$ cat config.mk
export PLATFORM = sky130hd
export DESIGN_NAME = emvt_tracker
export DESIGN_NICKNAME = d
export VERILOG_FILES = /design/src/hw/rtl/emvt_pkg.sv /design/src/hw/rtl/emvt_tracker.sv
export SDC_FILE = /design/constraint.sdc
export NUM_CORES = 1
export LEC_CHECK = 0
export BUFFER_PORTS_ARGS = -buffer_cell sky130_fd_sc_hd__buf_2
export CELL_PAD_IN_SITES_DETAIL_PLACEMENT = 1
export CELL_PAD_IN_SITES_GLOBAL_PLACEMENT = 2
export CORE_MARGIN = 3
export CORE_UTILIZATION = 34
export CTS_CLUSTER_SIZE = 20
export DETAILED_ROUTE_END_ITERATION = 10
export PLACE_DENSITY = 0.84
export SLEW_MARGIN = 20
export SYNTH_ARGS = -nofsm -noshare
export SYNTH_HDL_FRONTEND = slang
export SYNTH_SLANG_ARGS = --single-unit
$ cat constraint.sdc
create_clock -name clock -period 5.92 [get_ports clock]
set_input_delay 0.888 -clock clock [delete_from_list [all_inputs] [get_ports clock]]
set_output_delay 0.888 -clock clock [all_outputs]
set_load 0.1 [all_outputs]
$ cat src/hw/rtl/emvt_pkg.sv
// Package: shared widths, constants, register indexes and types of the encoder velocity tracker.
package emvt_pkg;

   // Field widths
   localparam int RAW_ANGLE_BITS = 12;
   localparam int TIME_BITS      = 32;
   localparam int QUAD_BITS      = 2;
   localparam int TURN_BITS      = 16;
   localparam int POS_BITS       = 32;
   localparam int VEL_BITS       = 21;
   localparam int LIMIT_BITS     = 20;
   localparam int WEIGHT_BITS    = 16;
   localparam int FRAC_BITS      = 16;
   localparam int SMOOTH_BITS    = 37;

   // Default angle resolution
   localparam int ANGLE_BITS_DEFAULT = 12;

   // Velocity arithmetic
   localparam int                  QUOT_BITS      = 20;
   localparam int                  DIVIDEND_BITS  = 52;
   localparam logic [LIMIT_BITS-1:0] MICROS_PER_SEC = LIMIT_BITS'(1000000);

   // Turn counter limits
   localparam logic signed [TURN_BITS-1:0] TURN_MAX = {1'b0, {(TURN_BITS-1){1'b1}}};
   localparam logic signed [TURN_BITS-1:0] TURN_MIN = {1'b1, {(TURN_BITS-1){1'b0}}};

   // Quadrant codes
   localparam logic [QUAD_BITS-1:0] QUAD_FIRST = 2'd0;
   localparam logic [QUAD_BITS-1:0] QUAD_LAST  = 2'd3;

   // Configuration port
   localparam int CSR_INDEX_BITS = 1;
   localparam int CSR_DATA_BITS  = 20;
   localparam logic [CSR_INDEX_BITS-1:0] REG_VELOCITY_LIMIT = 1'b0;
   localparam logic [CSR_INDEX_BITS-1:0] REG_FILTER_WEIGHT  = 1'b1;
   localparam logic [LIMIT_BITS-1:0]  VELOCITY_LIMIT_RESET = LIMIT_BITS'(409600);
   localparam logic [WEIGHT_BITS-1:0] FILTER_WEIGHT_RESET  = WEIGHT_BITS'(64553);

   // Tracker results for the current transaction
   typedef struct packed {
      logic [QUAD_BITS-1:0]        quadrant;
      logic signed [TURN_BITS-1:0] turn_count;
      logic signed [POS_BITS-1:0]  position;
   } track_type;

   // Divider status
   typedef struct packed {
      logic busy;
      logic done;
   } div_status_type;

endpackage

$ cat src/hw/rtl/emvt_tracker.sv
// Tracker: angle inversion, quadrant wrap turn counting, homing and position.
module emvt_tracker #(
   parameter int ANGLE_BITS = emvt_pkg::ANGLE_BITS_DEFAULT
) (
   input  logic                                clock,
   input  logic                                reset,
   input  logic                                step,
   input  logic [emvt_pkg::RAW_ANGLE_BITS-1:0] raw_angle,
   input  logic                                at_bottom_limit,
   output emvt_pkg::track_type                 trk
);

   localparam int WIDE_BITS = emvt_pkg::POS_BITS + 2;
   localparam logic [ANGLE_BITS:0] FULL   = (ANGLE_BITS+1)'(1) << ANGLE_BITS;
   localparam logic [ANGLE_BITS:0] BOUND1 = FULL >> 2;
   localparam logic [ANGLE_BITS:0] BOUND2 = FULL >> 1;
   localparam logic [ANGLE_BITS:0] BOUND3 = BOUND1 + BOUND2;

   logic [emvt_pkg::QUAD_BITS-1:0]        last_quad_ff, last_quad_in;
   logic signed [emvt_pkg::TURN_BITS-1:0] turns_ff, turns_in, turns_step;
   logic [ANGLE_BITS:0]                   offset_ff, offset_in;
   logic signed [emvt_pkg::POS_BITS-1:0]  pos_ff, pos_in;

   logic [ANGLE_BITS-1:0]         raw;
   logic [ANGLE_BITS:0]           angle;
   logic signed [WIDE_BITS-1:0]   angle_ext, turns_ext, offset_ext, pos_wide;

   always_comb begin
      raw   = ANGLE_BITS'(raw_angle);
      angle = FULL - {1'b0, raw};

      if (angle < BOUND1) begin
         last_quad_in = 2'd0;
      end else if (angle < BOUND2) begin
         last_quad_in = 2'd1;
      end else if (angle < BOUND3) begin
         last_quad_in = 2'd2;
      end else begin
         last_quad_in = 2'd3;
      end

      // wrap forward adds a turn, wrap backward removes one, both saturate
      turns_step = turns_ff;
      if (last_quad_ff == emvt_pkg::QUAD_LAST && last_quad_in == emvt_pkg::QUAD_FIRST) begin
         if (turns_ff != emvt_pkg::TURN_MAX) begin
            turns_step = turns_ff + 16'sd1;
         end
      end else if (last_quad_ff == emvt_pkg::QUAD_FIRST &&
                   last_quad_in == emvt_pkg::QUAD_LAST) begin
         if (turns_ff != emvt_pkg::TURN_MIN) begin
            turns_step = turns_ff - 16'sd1;
         end
      end

      angle_ext  = $signed(WIDE_BITS'(angle));
      turns_ext  = WIDE_BITS'(turns_step) <<< ANGLE_BITS;
      offset_ext = $signed(WIDE_BITS'(offset_ff));
      pos_wide   = angle_ext + turns_ext - offset_ext;

      if (at_bottom_limit) begin
         turns_in  = '0;
         offset_in = angle;
         pos_in    = '0;
      end else begin
         turns_in  = turns_step;
         offset_in = offset_ff;
         pos_in    = $signed(pos_wide[emvt_pkg::POS_BITS-1:0]);
      end
   end

   always_ff @(posedge clock) begin
      if (reset) begin
         last_quad_ff <= '0;
         turns_ff     <= '0;
         offset_ff    <= '0;
         pos_ff       <= '0;
      end else if (step) begin
         last_quad_ff <= last_quad_in;
         turns_ff     <= turns_in;
         offset_ff    <= offset_in;
         pos_ff       <= pos_in;
      end
   end

   assign trk.quadrant   = last_quad_ff;
   assign trk.turn_count = turns_ff;
   assign trk.position   = pos_ff;

endmodule

Word level (Yosys, flattened, before mapping) --
Index checks and enable logic that the tools add are counted.
Word-level totals: input bits 16, word-level logic and storage cells 30, flip-flop bits (word level) 63, output and inout bits 50
Cells by class: $add $sub $neg 5, muxes and demuxes 9, eq/ne operators 4, order comparisons 3, reductions and logical operators 5
Operators by type and width (number):
- $mux 16 | 5
- $mux 32 | 1
- $ne 16x16->1 const B | 2
- $sub 29x14->30 | 1
- $add 14x28->29 | 1
- $lt 13x12->1 const B | 2
- $add 16x2->16 const B | 1
- $sub 16x2->16 const B | 1
- $lt 13x11->1 const B | 1
- $sub 13x12->13 const A | 1
- $eq 2x2->1 const B | 2
- $logic_not 2->1 | 2
- $mux 2 | 2
- $logic_and 1x1->1 | 2
- $reduce_and 2->1 | 1
- $mux 1 | 1

Depth between registers and ports, before layout --
word-level depth 12, depth in mapped cells 20, mapped depth without buffers 19

Worst setup path after synthesis --
Ideal clock, no wire load.
path kind in2reg, from in raw_angle[5] (netlist bit), to reg pos_ff[23] (netlist bit), arrival time 4.859 ns, cell stages on the path 17, path buffers 1, slack 0.942 ns, data required time 5.801 ns, path through or4_4 -> nor4b_4 -> a31oi_2 -> buf_6 -> nor2_1 -> nor2_1 -> xnor2_1 -> fa_1 -> inv_1 -> ha_1 -> nand4_1 -> nor2b_1 -> a211o_1 -> a31oi_1 -> a31oi_1 -> or3_1 -> a32o_1
On the way: word-level cells in the longest chain between the ends 12, elaborated cells on any way between the ends 16, classes of those cells 3 x add/sub; 3 x order compare; 1 x eq/ne; 6 x mux; 3 x reduce/logical
RTL lines:
- start, declared | RTL line emvt_tracker.sv:8 | input logic [emvt_pkg::RAW_ANGLE_BITS-1:0] raw_angle,
- $sub 13x12->13 * | RTL line emvt_tracker.sv:30 | angle = FULL - {1'b0, raw};
- $lt 13x12->1 | RTL line emvt_tracker.sv:36 | end else if (angle < BOUND3) begin
- $mux 1 | RTL line emvt_tracker.sv:36
- $mux 2 | RTL line emvt_tracker.sv:34 | end else if (angle < BOUND2) begin
- $mux 2 | RTL line emvt_tracker.sv:32 | if (angle < BOUND1) begin
- $eq 2x2->1 | RTL line emvt_tracker.sv:49 | last_quad_in == emvt_pkg::QUAD_LAST) begin
- $logic_and 1x1->1 | RTL line emvt_tracker.sv:48 | end else if (last_quad_ff == emvt_pkg::QUAD_FIRST &&
- $mux 16 | RTL line emvt_tracker.sv:48
- $mux 16 | RTL line emvt_tracker.sv:44 | if (last_quad_ff == emvt_pkg::QUAD_LAST && last_quad_in == emvt_pkg::QUAD_FIRST) begin
- $add 14x28->29 * | RTL line emvt_tracker.sv:58 | pos_wide = angle_ext + turns_ext - offset_ext;
- $sub 29x14->30 * | RTL line emvt_tracker.sv:58
- $mux 32 * | RTL line emvt_tracker.sv:60 | if (at_bottom_limit) begin
- end signal, assigned | RTL line emvt_tracker.sv:81 | pos_ff <= pos_in;
- end, declared | RTL line emvt_tracker.sv:22 | logic signed [emvt_pkg::POS_BITS-1:0] pos_ff, pos_in;
Mark *: on every way between the ends. The rest lies on a longest branch, timed or not. A chain may end at the register's enable or synchronous reset.

Worst setup path after layout --
from in raw_angle[5] (netlist bit), to reg pos_ff[18] (netlist bit)
The elaborated chain is that of the path after synthesis.

==> impl_metrics.ini <==
[setup_path]
critical_path_required_ns = 6.12
cp_top_family = compound AO/OA/AOI/OAI gates
arrival_ns = 5.35
reg2reg_from = turns_ff[0]
worst-path-buf-inv = 3
path_max_fanout = 7
r2r_slack_ns = 1.13
setup.worst_path.start = raw_angle[5]
cp-start-kind = input pin
crit_slowest_cell = or4_4
cpPeakStageDelay_ns = 0.57
path_cells = buf_2 -> or4_4 -> nor4b_4 -> a31oi_2 -> nor2_1 -> nor2_1 -> xnor2_1 -> fa_1 -> inv_1 -> ha_1 -> o21a_1 -> o211ai_1 -> inv_1 -> a311oi_1 -> o21ai_0 -> a21oi_1 -> xor2_1 -> o21ai_0
cp-end-kind = flip-flop
crit_type = in2reg

[cts]
h-tree-depth = 3
cts_buffer_depth = 2
ctsHoldBuffers = 0
cts.sinks = 61
clockRootBuffer = clkbuf_16
cts_tree = done
cts_buffers = 9
cts_setup_buffers = 0
clk_pin_slew_ns = 0.05
clkLatencyLatePin_ns = 0.35
ctsResizeCount = 0

[placed_design]
dp.final_hpwl_mm = 12.09
place_area_mm2 = 0.005350
gp_congestion = 0.8927
portBuffers = 65
pre_cts_ws_ns = 0.4490

[timing]
clock_skew_ns = 0.007150
slew_violations = 0
holdWs_ns = 0.4476
hold_violations = 0
worstMarginPinSlew_ns = 1.024
finalCritPeriodShare_pct = 87.09
rsz0062_at_grt = false
clock.fmax_mhz = 194.0
tns_ns = 0
max_slew_margin_pct = 31.67
period_needed_ns = 5.156
fin_ws_ns = 0.7641
finalSetupViolations = 0

[logic_synthesis]
synth_largest_area_cell = dfxtp_1
yosys-top-cells-count = nand2_1 (67), nor2_1 (62), dfxtp_1 (61)
syn_area_mm2 = 0.004918
synth_top_area_share_pct = 24.83
synth_nets = 718
synth_warnings = 0
synth_most_common_cell = nand2_1
postSynthAreaPerCell_um2 = 7.498
ys_ff_latch = 61
synth.top_cells.by_area = dfxtp_1 (25%), ha_1 (11%), a21oi_1 (6.1%), nand2_1 (5.1%), nor2_1 (4.7%)
syn_inst = 656
synth_edf_count = 0
seq_area_frac_synth_pct = 24.83
yosys.cell_types.count = 70
yosys_most_used_dff = dfxtp_1
async_reset_ff_share_pct = 0

[drt]
drc = 0
drt_pass1_iterations = 4
ant_nets = 0
vias = 4899
routed_wl_mm = 15.86
viasPerCell = 5.536
wl_per_cell_um = 17.92
drt_iter0_drc = 244

[layout]
fillers = 1783
nets = 762
drive_gt1_share_pct = 14.47
areaGrowthSynthToFinish_pct = 15.19
n_antenna_cell = 0
register_area_mm2 = 0.001221
multi_input_area_mm2 = 0.003382
stdcell_area_mm2 = 0.005665

[global_routing]
antenna_found_initial = 0
first_global_vias = 4962
grt_max_degree = 39
grt_pass1_wl_mm = 26.01
grtUsageTotal_pct = 20.24
overflow = 0

[pwr]
p_leak_nw = 2.412
total_power_mw = 2.924
peakVddDrop_v = 0.0004922
power_density_mw_per_mm2 = 516.1

[floorplan]
io_pins = 66
num_rows = 43
dieArea_mm2 = 0.01595
start_util_pct = 35.16
core_mm2 = 0.01399
dieHeight_um = 126.3
dieWidth_um = 126.3

[hold_path]
hold_path_class = reg2reg
hp-start = pos_ff[11]

[outcome]
outcome = completed

[run]
drv_cap = 0
[sequential cells by signal, summed over array words and instances, names as in the netlist]
signal	flops
turns_ff	16
offset_ff	13
last_quad_ff	2
pos_ff	30
[area by class of cell]
cell class | instances | area share, %
Clock buffer | 13 | 4.770
Clock inverter | 3 | 0.7509
Inverter | 47 | 3.114
Multi-Input combinational cell | 513 | 59.70
Sequential cell | 61 | 21.55
Tap cell | 180 | 3.975
Timing Repair Buffer | 68 | 6.140
[worst paths after layout]
| path | endpoint | depth (start not counted) |
|---|---|---|
| max | pos_ff[18] | 18 |
| max reg2reg | pos_ff[18] | 18 |
| min | pos_ff[11] | 2 |
| min reg2reg | pos_ff[11] | 2 |
[per-layer routing]
metal | global-route usage (%) | share of wire (%)
met4 | 7.697 | 2.5
met5 | 0 | 0
met3 | 3.265 | 3.4
met1 | 26.25 | 46
met2 | 33.80 | 48
[cell families after synthesis]
group	after synthesis	share of synthesized area (%)
AO/OA/AOI/OAI	184	23.84
XOR/XNOR	39	6.945
multiplexers	8	1.679
AND/OR/NAND/NOR	236	24.14
buffers and inverters	82	6.563
adder cells (fa/ha/maj)	46	12.01
flip-flops	61	24.83
[stage by stage]
| stage | utilization (%) | std cells |
|---|---|---|
| 5_1_grt | 40.50 | 885 |
| 6_report | 40.50 | 885 |
| 2_1_floorplan | - | 656 |
| 3_5_place_dp | 38.25 | 869 |
| 3_3_place_gp | 38.25 | 869 |
| 4_1_cts | 40.48 | 885 |
[worst register-to-register path, cell delays in order, from the launching register on]
cell	delay, ns
dfxtp_1	0.56
ha_1	0.26
nand3_1	0.14
nor4_1	0.31
and2_1	0.31
nor2_1	0.15
nor2_1	0.19
xnor2_1	0.11
fa_1	0.48
inv_1	0.05
ha_1	0.39
o21a_1	0.22
o211ai_1	0.20
inv_1	0.06
a311oi_1	0.47
o21ai_0	0.28
a21oi_1	0.23
xor2_1	0.15
o21ai_0	0.09
[power breakdown]
group | switching (mW) | leakage [nW] | total (mW) | internal, mW
logic | 1.26 | 1.76 | 1.81 | 0.550
registers | 0.0712 | 0.498 | 0.549 | 0.478
clock network | 0.202 | 0.152 | 0.562 | 0.360
total | 1.54 | 2.41 | 2.92 | 1.39
[cell usage in the layout, fill, tap and decap left out, drive strengths merged, types with 3 or more instances in the layout]
master / instances
a22o: 3
a31oi: 18
buf: 68
or3: 10
nand3: 13
a311oi: 3
nor3b: 3
clkbuf: 13
ha: 44
mux2i: 6
o21a: 5
a21oi: 61
dfxtp: 61
nor4b: 3
nand4: 11
o31ai: 4
a32oi: 3
xor2: 20
or4: 5
inv: 46
nor2: 63
or2: 4
nor2b: 9
nor3: 18
a22oi: 15
o21bai: 3
xnor2: 19
nand2: 67
and3: 4
o21ai: 34
nand2b: 7
nor4: 10
a21o: 15
and2: 4
(Power assumes the default switching activity.)
