$ cat src/hw/rtl/emvt_pkg.sv
// Package: shared widths, constants, register indexes and types of the encoder velocity tracker.
package emvt_pkg;

   // Field widths
   localparam int RAW_ANGLE_BITS = 12;
   localparam int TIME_BITS      = 32;
   localparam int QUAD_BITS      = 2;
   localparam int TURN_BITS      = 16;
   localparam int POS_BITS       = 32;
   localparam int VEL_BITS       = 21;
   localparam int LIMIT_BITS     = 20;
   localparam int WEIGHT_BITS    = 16;
   localparam int FRAC_BITS      = 16;
   localparam int SMOOTH_BITS    = 37;

   // Default angle resolution
   localparam int ANGLE_BITS_DEFAULT = 12;

   // Velocity arithmetic
   localparam int                  QUOT_BITS      = 20;
   localparam int                  DIVIDEND_BITS  = 52;
   localparam logic [LIMIT_BITS-1:0] MICROS_PER_SEC = LIMIT_BITS'(1000000);

   // Turn counter limits
   localparam logic signed [TURN_BITS-1:0] TURN_MAX = {1'b0, {(TURN_BITS-1){1'b1}}};
   localparam logic signed [TURN_BITS-1:0] TURN_MIN = {1'b1, {(TURN_BITS-1){1'b0}}};

   // Quadrant codes
   localparam logic [QUAD_BITS-1:0] QUAD_FIRST = 2'd0;
   localparam logic [QUAD_BITS-1:0] QUAD_LAST  = 2'd3;

   // Configuration port
   localparam int CSR_INDEX_BITS = 1;
   localparam int CSR_DATA_BITS  = 20;
   localparam logic [CSR_INDEX_BITS-1:0] REG_VELOCITY_LIMIT = 1'b0;
   localparam logic [CSR_INDEX_BITS-1:0] REG_FILTER_WEIGHT  = 1'b1;
   localparam logic [LIMIT_BITS-1:0]  VELOCITY_LIMIT_RESET = LIMIT_BITS'(409600);
   localparam logic [WEIGHT_BITS-1:0] FILTER_WEIGHT_RESET  = WEIGHT_BITS'(64553);

   // Tracker results for the current transaction
   typedef struct packed {
      logic [QUAD_BITS-1:0]        quadrant;
      logic signed [TURN_BITS-1:0] turn_count;
      logic signed [POS_BITS-1:0]  position;
   } track_type;

   // Divider status
   typedef struct packed {
      logic busy;
      logic done;
   } div_status_type;

endpackage

$ cat src/hw/rtl/emvt_divider.sv
// Divider: restoring serial divider, one quotient bit per cycle.
module emvt_divider (
   input  logic                               clock,
   input  logic                               reset,
   input  logic                               start,
   input  logic [emvt_pkg::DIVIDEND_BITS-1:0] dividend,
   input  logic [emvt_pkg::TIME_BITS-1:0]     divisor,
   output logic [emvt_pkg::QUOT_BITS-1:0]     quotient,
   output emvt_pkg::div_status_type           status
);

   localparam int QB       = emvt_pkg::QUOT_BITS;
   localparam int DB       = emvt_pkg::TIME_BITS;
   localparam int CNT_BITS = $clog2(QB + 1);

   logic                busy_ff, busy_in;
   logic                done_ff, done_in;
   logic [CNT_BITS-1:0] cnt_ff, cnt_in;
   logic [DB-1:0]       rem_ff, rem_in;
   logic [DB-1:0]       dvsr_ff;
   logic [QB-1:0]       low_ff, low_in;
   logic [QB-1:0]       quot_ff, quot_in;
   logic [DB:0]         trial;

   // caller guarantees dividend < divisor * 2^QB, so the top part starts below divisor
   always_comb begin
      trial   = {rem_ff, low_ff[QB-1]} - {1'b0, dvsr_ff};
      busy_in = busy_ff;
      done_in = 1'b0;
      cnt_in  = cnt_ff;
      rem_in  = rem_ff;
      low_in  = low_ff;
      quot_in = quot_ff;
      if (start) begin
         busy_in = 1'b1;
         cnt_in  = CNT_BITS'(QB);
         rem_in  = dividend[emvt_pkg::DIVIDEND_BITS-1:QB];
         low_in  = dividend[QB-1:0];
         quot_in = '0;
      end else if (busy_ff) begin
         cnt_in = cnt_ff - CNT_BITS'(1);
         low_in = low_ff << 1;
         if (!trial[DB]) begin
            rem_in  = trial[DB-1:0];
            quot_in = {quot_ff[QB-2:0], 1'b1};
         end else begin
            rem_in  = {rem_ff[DB-2:0], low_ff[QB-1]};
            quot_in = {quot_ff[QB-2:0], 1'b0};
         end
         if (cnt_ff == CNT_BITS'(1)) begin
            busy_in = 1'b0;
            done_in = 1'b1;
         end
      end
   end

   always_ff @(posedge clock) begin
      if (reset) begin
         busy_ff <= 1'b0;
         done_ff <= 1'b0;
         cnt_ff  <= '0;
      end else begin
         busy_ff <= busy_in;
         done_ff <= done_in;
         cnt_ff  <= cnt_in;
      end
   end

   always_ff @(posedge clock) begin
      rem_ff  <= rem_in;
      low_ff  <= low_in;
      quot_ff <= quot_in;
      if (start) begin
         dvsr_ff <= divisor;
      end
   end

   assign quotient    = quot_ff;
   assign status.busy = busy_ff;
   assign status.done = done_ff;

endmodule

$ cat config.mk
export PLATFORM = sky130hd
export DESIGN_NAME = emvt_divider
export DESIGN_NICKNAME = d
export VERILOG_FILES = /design/src/hw/rtl/emvt_pkg.sv /design/src/hw/rtl/emvt_divider.sv
export SDC_FILE = /design/constraint.sdc
export NUM_CORES = 1
export LEC_CHECK = 0
export ABC_CLOCK_PERIOD_IN_PS = 5600
export BUFFER_PORTS_ARGS = -buffer_cell sky130_fd_sc_hd__buf_2
export CORE_ASPECT_RATIO = 0.75
export CORE_MARGIN = 4
export CORE_UTILIZATION = 38
export CTS_CLUSTER_DIAMETER = 30
export CTS_CLUSTER_SIZE = 24
export DETAILED_ROUTE_END_ITERATION = 10
export GPL_TIMING_DRIVEN = 1
export PLACE_DENSITY = 0.68
export SYNTH_ARGS = -nofsm -noshare
export SYNTH_HDL_FRONTEND = slang
export SYNTH_SLANG_ARGS = --single-unit
$ cat constraint.sdc
create_clock -name clock -period 5.6 [get_ports clock]
set_clock_uncertainty 0.05 [all_clocks]
set_input_delay 0.56 -clock clock [delete_from_list [all_inputs] [get_ports clock]]
set_output_delay 0.56 -clock clock [all_outputs]
set_load 0.05 [all_outputs]
# Yosys cells after proc, flatten, opt, wreduce, memory -nomap -nowiden
# Cells that the tools add are included.
# op_classes
addsub,2
n_eq_ne,1
n_mux,12
n_bitwise,1
n_reduce_logical,3
# ops
operator,n
32-bit two-way mux,3
20-bit two-way mux,2
33-bit by 32-bit subtractor with 33-bit output,1
5-bit two-way mux,2
"5-bit by 1-bit equality test with 1-bit output, second input constant",1
1-bit two-way mux,5
"5-bit by 1-bit subtractor with 5-bit output, second input constant",1
3-bit OR reduction,1
2-bit nonzero test,1
2-bit OR reduction,1
1-bit NOT,1
# totals
register_bits,111
in_bits,87
out_inout_bits,22

# Longest topological paths before layout
# Gate-level depths: netlist of run 1.
# logic_depth
ltp_word,4
depth_mapped,14

# Worst setup path before layout of run 1
# Ideal clock, no wire load.
# synth_path
kind,register to register
startpoint,register low_ff[19]
endpoint,"register rem_ff[19], data pin"
arrival_ns,3.049
setup_slack_ns,2.235
stages_incl_launch_ff,15
period_less_slack_ns,3.365
path_cell_list,edfxtp_1 -> inv_1 -> ha_1 -> fa_1 -> nand2b_1 -> a21oi_1 -> o41a_1 -> o311a_1 -> o31a_1 -> a41oi_2 -> xnor2_1 -> buf_4 -> buf_6 -> mux2i_1 -> o21ai_1
# synth_via
elab_chain_len,4
# synth_rtl
item,line_no,text
start: declaration,emvt_divider.sv:21,"logic [QB-1:0] low_ff, low_in;"
start signal: assignment,emvt_divider.sv:71,low_ff <= low_in;
33-bit by 32-bit subtractor with 33-bit output,emvt_divider.sv:27,"trial = {rem_ff, low_ff[QB-1]} - {1'b0, dvsr_ff};"
32-bit two-way mux,emvt_divider.sv:43,if (!trial[DB]) begin
32-bit two-way mux,emvt_divider.sv:40,end else if (busy_ff) begin
32-bit two-way mux,emvt_divider.sv:34,if (start) begin
named net rem_in[19],emvt_divider.sv:19,"logic [DB-1:0] rem_ff, rem_in;"
end signal: assignment,emvt_divider.sv:70,rem_ff <= rem_in;
end: declaration,emvt_divider.sv:19,
# The timed path passes the listed nets, and every way through them passes these cells. The select of a mux whose other input is x is not followed.
# A chain may end at the register's enable or synchronous reset.

# Final worst setup path of run 1
# layout_path
startpoint,register low_ff[19]
endpoint,"register rem_ff[25], data pin"
# The elaborated chain is that of the path after synthesis.

==> qor.yml, run 1 <==
drv_cap: 0
worstReg2RegStart: "low_ff[19]$_DFFE_PP_"
die_x_um: 158
required_ns: 5.66
grt_pass1_vias: 4669
critical_path_buf_inv_count: 2
antenna_left: 0
dp_slack_ns: 1.54
crit_chain: "inv_1 > ha_1 > fa_1 > nand2b_1 > a21oi_1 > o41a_1 > o311a_1 > o31a_1 > a41oi_2 > xnor2_2 > buf_4 > mux2_1 > mux2_2"
dp_hpwl_um: 10200
layout_commonest_cell: "buf_2"
wl_met1_um: 6890
power_density_nw_per_um2: 441
finalNonFillerCells: 917
slowest_stage: "buf_4"
ys_warn_count: 0
dr.pass1.iters: 5
wl_met3_um: 1050
cp_top_family: "compound AO/OA/AOI/OAI gates"
crit_end: "rem_ff[25]$_DFFE_PP_"
crit_cells: 13
synth_cells: 613
design.core.area_um2: 16300
p_sw_uw: 1230
final_cell_mix: "107 x buf_2, 84 x edfxtp_1, 56 x nor2_1"
rsz0062_at_grt: "false"
tightest_slew_ns: 0.870
drt-total-wl_um: 14100
cp-startpoint: "low_ff[19]$_DFFE_PP_"
ir_worst_vdd_mv: 0.285
die_area_um2: 19000
port_buffers: 108
vias: 4750
max_stage_delay_ns: 0.49
worst_slack_ns: 1.53
power_uw: 3260
cts-root-buf: "clkbuf_16"
slew_headroom_pct: 42.0
routed-wl-met2_um: 6040
initial_utilization_pct: 39.4
nNetsFinal: 822
cts_buffers: 9
power.internal_uw: 2020
grt_use_total_pct: 14.9
insertion_delay_ns: 0.35
cts_setup_buffers: 0
placed_cells: 899
drcViolationCount: 0
cts_buffer_depth: 2
switching_share_pct: 37.9
syn_nets: 735
first_iter_violations: 290
nFillCells: 1590
fmax_mhz: 246
min_from: "divisor[12]"
avgRoutedWirePerCell_um: 15.4
drv_slew: 0
hold_violations: 0
arrival_ns: 4.12
fin_setup_tns_ns: 0
avgSynthCellArea_um2: 10.5
power.leakage_uw: 0.00321
clock_sinks: 111
finalSetupViolations: 0
synth_area_leaders: "edfxtp_1 39%, dfxtp_1 8.4%, ha_1 6.6%, mux2i_1 6.1%, mux2_2 3.5%"
cts.clk_slew.worst_paths_ns: 0.08
synthesis.area_um2: 6410
grt_pass1_wl_um: 22900
min_period_over_period_pct: 72.6
io_pins: 109
yosysTopAreaCell: "edfxtp_1"
crit_fanout: 39
p_seq_share_pct: 34.8
area_growth_pct: 15.3
r2r_end: "rem_ff[25]$_DFFE_PP_"
final.min_clock_period_ns: 4.07
cts_tree: "done"
rows: 40
p_clk_share_pct: 19.3
ys_ff_latch: 111
endpoint_kind: "flop"
synth_edf_count: 84
gp_congestion: 0.856
critPathKind: "reg2reg"
ys_seq_area_share_pct: 47.8
reg2reg_depth: 13
synth.top_cell.area_share_pct: 39.4
critPathLaunchType: "flop"
ys_types: 59
grt_max_degree: 84
worstHoldPathType: "in2reg"
cts_hold_buffers: 0
htreeDepth: 3
p_comb_share_pct: 45.9
highest_layer: "met5"
synthArstFlopShare_pct: 0
reg2reg_slack_ns: 1.53
antenna_found_initial: 6
die_y_um: 120
drive_above_1_share_pct: 22.0
yosys_most_used_dff: "edfxtp_1"
grt.overflow.total: 0
cts_resized: 0
vias_per_cell: 5.18
status: "completed"
## per-stage QoR
stage          hold slack [ns]  util (%)  instance area, µm²
2_1_floorplan            0.418         -                6410
4_1_cts                  0.305      45.4                7380
6_report                 0.324      45.4                7390
5_1_grt                  0.309      45.4                7390
3_5_place_dp             0.440      43.6                7090
3_3_place_gp             0.423      43.6                7090
## area by class of cell
| cell class | count | area (µm²) | area share, % |
|---|---|---|---|
| flip-flops and latches | 111 | 3060 | 41.5 |
| multi-input cells | 423 | 3030 | 41.0 |
| repair buffers | 112 | 573 | 7.76 |
| well taps | 210 | 263 | 3.56 |
| clock buffers | 10 | 229 | 3.10 |
| inverters | 43 | 161 | 2.19 |
| clock inverters | 6 | 65.1 | 0.881 |
| diodes | 2 | 5.00 | 0.0678 |
## synthesized netlist by cell type (5+ instances only)
cell       n
a21o_1    18
a21oi_1   28
a221o_1    7
a31oi_1    6
buf_1      7
clkbuf_1  23
dfxtp_1   27
edfxtp_1  84
ha_1      34
inv_1     43
mux2_2    20
mux2i_1   39
nand2_1   43
nand2b_1   7
nand3_1    5
nand4_1   10
nor2_1    56
nor2b_1    5
nor3_1     9
nor3b_1    9
o21ai_0   34
o21ai_1    8
or3_1      5
xnor2_1   20
xor2_1    11
## cells by family after synthesis
family                   share of synthesized area, %
flip-flops                                       47.8
adder cells (fa/ha/maj)                          6.95
AND/OR/NAND/NOR                                  11.8
buffers and inverters                            5.06
AO/OA/AOI/OAI                                    14.3
XOR/XNOR                                         4.24
multiplexers                                     9.79
## power by group through the flow
stage                     clock (µW)  combinational, µW  sequential, µW
after floorplan                    0               1200            1140
after global placement             0               1470            1150
after detailed placement           0               1480            1150
after CTS                        659               1490            1130
after global routing             687               1670            1150
final                            629               1490            1130
## metal layers
metal | up-vias | GRT usage (%)
met1 | 2208 | 20.7
li1 | 2401 | -
met5 | - | 0
met4 | 8 | 3.39
met2 | 121 | 22.1
met3 | 12 | 5.76
## flip-flops by register name (all words and copies together), names as in the netlist
| name | cells |
|---|---|
| done_ff | 1 |
| quotient | 20 |
| rem_ff | 32 |
| busy_ff | 1 |
| dvsr_ff | 32 |
| low_ff | 20 |
| cnt_ff | 5 |
## worst min path at each step
| stage | end | slack (ns) | cells after the start |
|---|---|---|---|
| 5_1_grt | dvsr_ff[29]$_DFFE_PP_ | 0.31 | 1 |
| 3_5_place_dp | cnt_ff[1]$_SDFFE_PP0P_ | 0.44 | 2 |
| 4_1_cts | dvsr_ff[1]$_DFFE_PP_ | 0.30 | 1 |
| 6_report | dvsr_ff[12]$_DFFE_PP_ | 0.32 | 1 |
| 2_1_floorplan | cnt_ff[1]$_SDFFE_PP0P_ | 0.42 | 2 |
| 3_3_place_gp | quotient[19]$_SDFFE_PP0P_ | 0.42 | 2 |
Note: power is estimated with default switching activity, not from simulation.
==> run 2, diff against run 1 <==
--- a/config.mk
+++ b/config.mk
@@ -5,7 +5,8 @@
 export SDC_FILE = /design/constraint.sdc
 export NUM_CORES = 1
 export LEC_CHECK = 0
-export ABC_CLOCK_PERIOD_IN_PS = 5600
+export ABC_AREA = 1
+export ABC_CLOCK_PERIOD_IN_PS = 4050
 export BUFFER_PORTS_ARGS = -buffer_cell sky130_fd_sc_hd__buf_2
 export CORE_ASPECT_RATIO = 0.75
 export CORE_MARGIN = 4
@@ -14,7 +15,7 @@
 export CTS_CLUSTER_SIZE = 24
 export DETAILED_ROUTE_END_ITERATION = 10
 export GPL_TIMING_DRIVEN = 1
-export PLACE_DENSITY = 0.68
+export PLACE_DENSITY = 0.67
 export SYNTH_ARGS = -nofsm -noshare
 export SYNTH_HDL_FRONTEND = slang
 export SYNTH_SLANG_ARGS = --single-unit
==> constraint.sdc (replaced) <==
create_clock -name clock -period 4.05 [get_ports clock]
set_clock_uncertainty 0.05 [all_clocks]
set_input_delay 0.405 -clock clock [delete_from_list [all_inputs] [get_ports clock]]
set_output_delay 0.405 -clock clock [all_outputs]
set_load 0.05 [all_outputs]
==> run 2 against run 1 <==
Compared with the run above:
- hold slack worse by 0.17 ns
- first-iteration DRC count up 76%
- clock-buffer cell count unchanged
- clock power up 56%
- sequential share of layout area down 5.9 points
- power up 31%
- core utilization down 1.1 points
- critical path depth unchanged
- critical path type unchanged
- largest power group unchanged
==> qor.yml, run 2 <==
status: "completed"
seqCellArea_um2: 3060  # unchanged
antenna_left: 0  # unchanged
ys_types: 38  # -36%
diodes: 0  # -2
ys_warn_count: 0  # unchanged
critPathLaunchType: "flop"
synth_compound_area_share_pct: 4.97  # -9.4 points
yosys_most_used_dff: "edfxtp_1"
synth.top_cell.area_share_pct: 33.5  # -5.9 points
power_uw: 4260  # +31%
arrival_ns: 2.87  # -1.25 ns
wl_met3_um: 1750  # +66%
r2r_end: "rem_ff[12]$_DFFE_PP_"
grt_max_degree: 56  # -33%
drcViolationCount: 0  # unchanged
rows: 44  # +10%
cts_hold_buffers: 0  # unchanged
worst_slack_ns: 1.25  # -0.286 ns
cts-root-buf: "clkbuf_16"
synth_area_leaders: "edfxtp_1 33%, nand2_1 20%, inv_1 11%, dfxtp_1 7.2%, nand3_1 5.8%"
avgRoutedWirePerCell_um: 14.4  # -6.1%
nNetsFinal: 1278  # +55%
yosysTopAreaCell: "edfxtp_1"
port_buffers: 108  # unchanged
grt_pass1_vias: 6331  # +36%
synth_top_family_by_area: "simple AND/OR/NAND/NOR gates"
hold_depth: 2  # +1
finalSetupViolations: 0  # unchanged
cts_setup_buffers: 0  # unchanged
hold_violations: 0  # unchanged
tightest_slew_ns: 0.634  # -0.236 ns
cts_tree: "done"
cts.clk_slew.worst_paths_ns: 0.09  # about the same
rsz0062_at_grt: "false"
clock_sinks: 111  # unchanged
cts_buffers: 9  # unchanged
die_area_um2: 22200  # +17%
nFillCells: 2033  # +28%
crit_fanout: 15  # -62%
synth-simple-area-share_pct: 34.7  # +23 points
first_iter_violations: 511  # +76%
insertion_delay_ns: 0.37  # +0.02 ns
antenna_found_initial: 3  # -3
synthAdderAreaFrac_pct: 5.91  # -1.0 points
gp_congestion: 0.969  # +13%
drt-total-wl_um: 20400  # +45%
synth_cells: 1057  # +72%
worstReg2RegStart: "rem_ff[13]$_DFFE_PP_"
routed-wl-met2_um: 7820  # +29%
final_cell_mix: "406 x nand2_1, 211 x inv_1, 108 x buf_2"
hold_slack_ns: 0.150  # -0.174 ns
fin_setup_tns_ns: 0  # unchanged
crit_chain: "ha_1 > nand2_1 > inv_1 > nand2_1 > nand2_1 > a21oi_4 > nand2_4 > nand2_4 > nand3_2 > nand2_4 > nand2_1 > nand3_1 > nand2_1"
largest_registers: "dvsr_ff: 32 flops, rem_ff: 32 flops"
slew_headroom_pct: 57.6  # +16 points
design.core.area_um2: 19400  # +19%
drv_slew: 0  # unchanged
dr.pass1.iters: 7  # +2
highest_layer: "met5"
vias_per_cell: 4.69  # -9.5%
grt_pass1_wl_um: 32800  # +43%
synthesis.area_um2: 7530  # +18%
multi_input_area_um2: 3510  # +16%
grt_use_total_pct: 18.8  # +3.8 points
synthArstFlopShare_pct: 0  # unchanged
grt.overflow.total: 0  # unchanged
area_growth_pct: 14.3
required_ns: 4.12  # -1.54 ns
power_density_nw_per_um2: 495  # +12%
path_common_cell: "nand2_1"
cts_buffer_depth: 2  # unchanged
ys_ff_latch: 111  # unchanged
worstHoldPathType: "in2reg"
drv_cap: 0  # unchanged
die_x_um: 171  # +8.0%
final.min_clock_period_ns: 2.80  # -1.26 ns
io_pins: 109  # unchanged
dp_slack_ns: 1.31  # -0.230 ns
dp_hpwl_um: 15900  # +56%
endpoint_kind: "flop"
holdPathEnd: "cnt_ff[4]$_SDFFE_PP0P_"
min_period_over_period_pct: 69.2  # -3.4 points
drive_above_1_share_pct: 14.5  # -7.5 points
cts_resized: 0  # unchanged
muxShareOfSynthArea_pct: 0  # -9.8 points
max_stage_delay_ns: 0.42  # -0.07 ns
netlist_top_cells_count: "407 x nand2_1, 211 x inv_1, 87 x nand3_1"
synth_edf_count: 84  # unchanged
reg2reg_depth: 13  # unchanged
htreeDepth: 3  # unchanged
power.leakage_uw: 0.00463  # +44%
reg2reg_slack_ns: 1.25  # -0.29 ns
layout_commonest_cell: "nand2_1"
vias: 6632  # +40%
synth_xor_xnor_area_share_pct: 1.05  # -3.2 points
slowest_stage: "edfxtp_1"
ys_seq_area_share_pct: 40.7  # -7.1 points
initial_utilization_pct: 38.8  # -0.63 points
wl_met1_um: 10600  # +54%
die_y_um: 130  # +7.9%
min_from: "reset"
ir_worst_vdd_mv: 0.299  # +4.9%
fmax_mhz: 357  # +45%
syn_nets: 1179  # +60%
avgSynthCellArea_um2: 7.13  # -32%
synth.most_common_cell: "nand2_1"
critPathKind: "reg2reg"
[run 2: kinds of logic after synthesis]
family / count (synthesis)
compound gates: 59
xor+xnor: 9
flops: 111
buf+inv: 240
simple gates: 603
fa+ha+maj: 35
[run 2: power by group]
| part | switching (µW) | internal (µW) |
|---|---|---|
| Combinational | 1220 | 605 |
| Sequential | 66.4 | 1390 |
| Clock | 494 | 487 |
| Total | 1780 | 2480 |
[run 2: critical path: cells and delay by family, from the launching register on]
| family | cells | cell delay, ns |
|---|---|---|
| adders and majority gates | 1 | 0.42 |
| DFF | 1 | 0.42 |
| and+or+nand+nor | 10 | 1.40 |
| AOI/OAI and AO/OA | 1 | 0.18 |
| buffers and inverters | 1 | 0.07 |
[run 2: final cells by class]
type / instances / share of cell area (%)
timing repair buffer: 113 / 6.72
inverter: 215 / 9.37
clock buffer: 10 / 2.91
tap: 253 / 3.68
multi-input combinational: 706 / 40.8
sequential: 111 / 35.6
clock inverter: 6 / 0.930
[run 2: metal layers]
metal	track usage [%]	up-vias
met4	4.08	6
met5	0	-
met1	28.4	2936
li1	-	3483
met3	5.45	17
met2	26.5	190
[run 2: stage by stage]
step / util [%] / instances / area, µm²
CTS: 44.3 / 1414 / 8610
finish: 44.3 / 1414 / 8610
floorplan: - / 1057 / 7530
global route: 44.3 / 1414 / 8610
global placement: 42.6 / 1398 / 8280
detailed placement: 42.6 / 1398 / 8280
[run 2: worst max-delay path by stage]
| stage | startpoint | endpoint | slack [ns] | depth (start not counted) |
|---|---|---|---|---|
| final | rem_ff[13]$_DFFE_PP_ | rem_ff[12]$_DFFE_PP_ | 1.25 | 13 |
| after CTS | dvsr_ff[0]$_DFFE_PP_ | rem_ff[29]$_DFFE_PP_ | 1.30 | 16 |
| after detailed placement | dvsr_ff[0]$_DFFE_PP_ | rem_ff[29]$_DFFE_PP_ | 1.31 | 16 |
| after global routing | dvsr_ff[0]$_DFFE_PP_ | rem_ff[13]$_DFFE_PP_ | 1.05 | 16 |
| after global placement | dvsr_ff[0]$_DFFE_PP_ | rem_ff[7]$_DFFE_PP_ | 1.37 | 16 |
| after floorplan | start | low_ff[0]$_SDFFCE_PN0P_ | 1.11 | 4 |
==> run 3, diff against run 2 <==
--- a/config.mk
+++ b/config.mk
@@ -6,7 +6,7 @@
 export NUM_CORES = 1
 export LEC_CHECK = 0
 export ABC_AREA = 1
-export ABC_CLOCK_PERIOD_IN_PS = 4050
+export ABC_CLOCK_PERIOD_IN_PS = 2350
 export BUFFER_PORTS_ARGS = -buffer_cell sky130_fd_sc_hd__buf_2
 export CORE_ASPECT_RATIO = 0.75
 export CORE_MARGIN = 4
@@ -15,7 +15,7 @@
 export CTS_CLUSTER_SIZE = 24
 export DETAILED_ROUTE_END_ITERATION = 10
 export GPL_TIMING_DRIVEN = 1
-export PLACE_DENSITY = 0.67
+export PLACE_DENSITY = 0.69
 export SYNTH_ARGS = -nofsm -noshare
 export SYNTH_HDL_FRONTEND = slang
 export SYNTH_SLANG_ARGS = --single-unit
==> constraint.sdc (replaced) <==
create_clock -name clock -period 2.35 [get_ports clock]
set_clock_uncertainty 0.05 [all_clocks]
set_input_delay 0.235 -clock clock [delete_from_list [all_inputs] [get_ports clock]]
set_output_delay 0.235 -clock clock [all_outputs]
set_load 0.05 [all_outputs]
==> run 3 against run 2 <==
Compared with the run above:
- the run now ends with negative setup slack left
- critical path depth increased by 1
- clock power grew 72%
- hold slack got worse by 0.13 ns
- power up 110%
- first-iteration DRC count increased by 22%
- core utilization rose by 8.9 points
- non-clock buffer count up 134
- combinational power grew 150%
- register-to-register slack worse by 1.3 ns
- flip-flop and latch count unchanged
- global-route usage grew 1.3 points
==> qor.yml, run 3 (synthesis gave the netlist of run 2 again) <==
rows: 44  # unchanged
die_area_um2: 22200  # unchanged
drcViolationCount: 0  # unchanged
clock_sinks: 111  # unchanged
switching_share_pct: 41.3  # -0.50 points
grt_use_total_pct: 20.1  # +1.3 points
layout_commonest_cell: "nand2_1"
worst_slack_ns: -0.0609  # -1.31 ns
final.min_clock_period_ns: 2.41  # -0.391 ns
rsz0062_at_grt: "true"
slew_headroom_pct: 58.7  # +1.1 points
status: "finished, violations left"
gp_congestion: 0.936  # -3.4%
dp_slack_ns: -0.161  # -1.47 ns
port_buffers: 108  # unchanged
drv_cap: 0  # unchanged
nFillCells: 1850  # -9.0%
min_period_over_period_pct: 103  # +33 points
grt_pass1_vias: 7054  # +11%
worstHoldPathType: "in2reg"
die_y_um: 130  # unchanged
power_uw: 8760  # +110%
violations: "negative setup slack"
hold_slack_ns: 0.0156  # -0.134 ns
dr.pass1.iters: 6  # -1
finalSetupViolations: 32  # +32
vias: 7516  # +13%
crit_fanout: 8  # -7
fmax_mhz: 415  # +16%
p_seq_share_pct: 29.2  # -5.0 points
hold_violations: 0  # unchanged
antenna_found_initial: 3  # unchanged
final_cell_mix: "387 x nand2_1, 203 x inv_1, 107 x buf_2"
die_x_um: 171  # unchanged
power.internal_uw: 5150  # +110%
drt-total-wl_um: 22800  # +12%
largest_registers: "dvsr_ff: 32 flops, rem_ff: 32 flops"
grt_max_degree: 87  # +55%
area_growth_pct: 37.2
antenna_left: 0  # unchanged
diodes: 0  # unchanged
cts-root-buf: "clkbuf_16"
initial_utilization_pct: 38.8  # unchanged
multi_input_area_um2: 4020  # +14%
required_ns: 2.42  # -1.70 ns
critPathLaunchType: "flop"
arrival_ns: 2.48  # -0.39 ns
power_density_nw_per_um2: 848  # +71%
dp_hpwl_um: 16300  # +2.6%
grt_pass1_wl_um: 35200  # +7.2%
tightest_slew_ns: 0.618  # -0.0164 ns
fin_area_um2: 10300  # +20%
avgRoutedWirePerCell_um: 14.7  # +1.8%
cts_tree: "done"
cts.clk_slew.worst_paths_ns: 0.08  # about the same
cts_buffer_depth: 2  # unchanged
cts_buffers: 9  # unchanged
placed_cell_area_um2: 8880  # +7.3%
htreeDepth: 3  # unchanged
p_comb_share_pct: 51.4  # +8.6 points
drive_above_1_share_pct: 26.3  # +12 points
slowest_stage: "edfxtp_1"
p_clk_share_pct: 19.3  # -3.7 points
endpoint_kind: "flop"
grt.overflow.total: 0  # unchanged
insertion_delay_ns: 0.37  # about the same
first_iter_violations: 622  # +22%
nNetsFinal: 1415  # +11%
seqCellArea_um2: 3060  # unchanged
fin_setup_tns_ns: -1.08  # -1.08 ns
io_pins: 109  # unchanged
ir_worst_vdd_mv: 0.412  # +37%
p_sw_uw: 3620  # +100%
crit_chain: "ha_4 > nand2_1 > inv_1 > nand2_1 > nor2_2 > nand2_2 > nand2_4 > nand2_8 > nand2_8 > nand2_8 > nand2_4 > nand2_2 > nand3_1 > nand2_1"
vias_per_cell: 4.85  # +3.3%
design.core.area_um2: 19400  # unchanged
max_stage_delay_ns: 0.44  # +0.02 ns
drv_slew: 0  # unchanged
critPathKind: "reg2reg"
power.leakage_uw: 0.00533  # +15%
run 3: changes by cell type in the layout (fill, tap and decap cells not counted), sizes merged:
cell / previous run / this run
dlygate4sd3: 0 / 32
buf: 113 / 215
nand2: 432 / 435
clkbuf: 10 / 9
inv: 219 / 220
run 3: worst max-delay path: cells and delay by family, from the launching register on:
family	cells	cell delay [ns]
simple gates	12	1.24
flops	1	0.44
fa+ha+maj	1	0.30
buf+inv	1	0.13
run 3: timing repair:
action	in CTS	in global routing
cloned	4	0
setup endpoints to repair	33	32
setup buffers	15	17
endpoints found under the hold margin	32	0
pin swaps	11	17
gates resized for setup	36	57
hold buffers	32	0
run 3: path summary, 6_finish.rpt:
path | end | startpoint | cells past startpoint | slack (ns)
worst max-delay path | rem_ff[21]$_DFFE_PP_ | rem_ff[10]$_DFFE_PP_ | 14 | -0.06
worst min register to register | cnt_ff[4]$_SDFFE_PP0P_ | cnt_ff[4]$_SDFFE_PP0P_ | 2 | 0.43
worst max register to register | rem_ff[21]$_DFFE_PP_ | rem_ff[10]$_DFFE_PP_ | 14 | -0.06
worst min-delay path | dvsr_ff[13]$_DFFE_PP_ | divisor[13] | 1 | 0.02
run 3: layout make-up:
class                           instances  area share [%]
Inverter                              215            7.81
Clock inverter                          7           0.981
Tap cell                              253            3.06
Clock buffer                            9            2.18
Sequential cell                       111            29.6
Timing Repair Buffer                  247            17.4
Multi-Input combinational cell        709            38.9
run 3: stage by stage:
step,std cells,util [%]
2_1_floorplan,1057,-
5_1_grt,1551,53.2
4_1_cts,1536,51.4
3_5_place_dp,1469,45.7
3_3_place_gp,1469,45.7
6_report,1551,53.2
run 3: power groups by stage:
stage | registers, µW | logic, µW | clock network (µW)
after floorplan | 2530 | 2360 | 0
after global placement | 2550 | 3520 | 0
after detailed placement | 2560 | 3580 | 0
after CTS | 2540 | 4080 | 1730
after global routing | 2590 | 4940 | 1810
final | 2560 | 4510 | 1690
run 3: routing by layer:
metal | track usage [%] | vias to the layer above | wire length (µm)
met3 | 4.66 | 33 | 2120
met2 | 30.0 | 299 | 9370
met1 | 29.7 | 3418 | 11000
li1 | - | 3760 | -
met4 | 4.41 | 6 | 262
met5 | 0 | - | 28
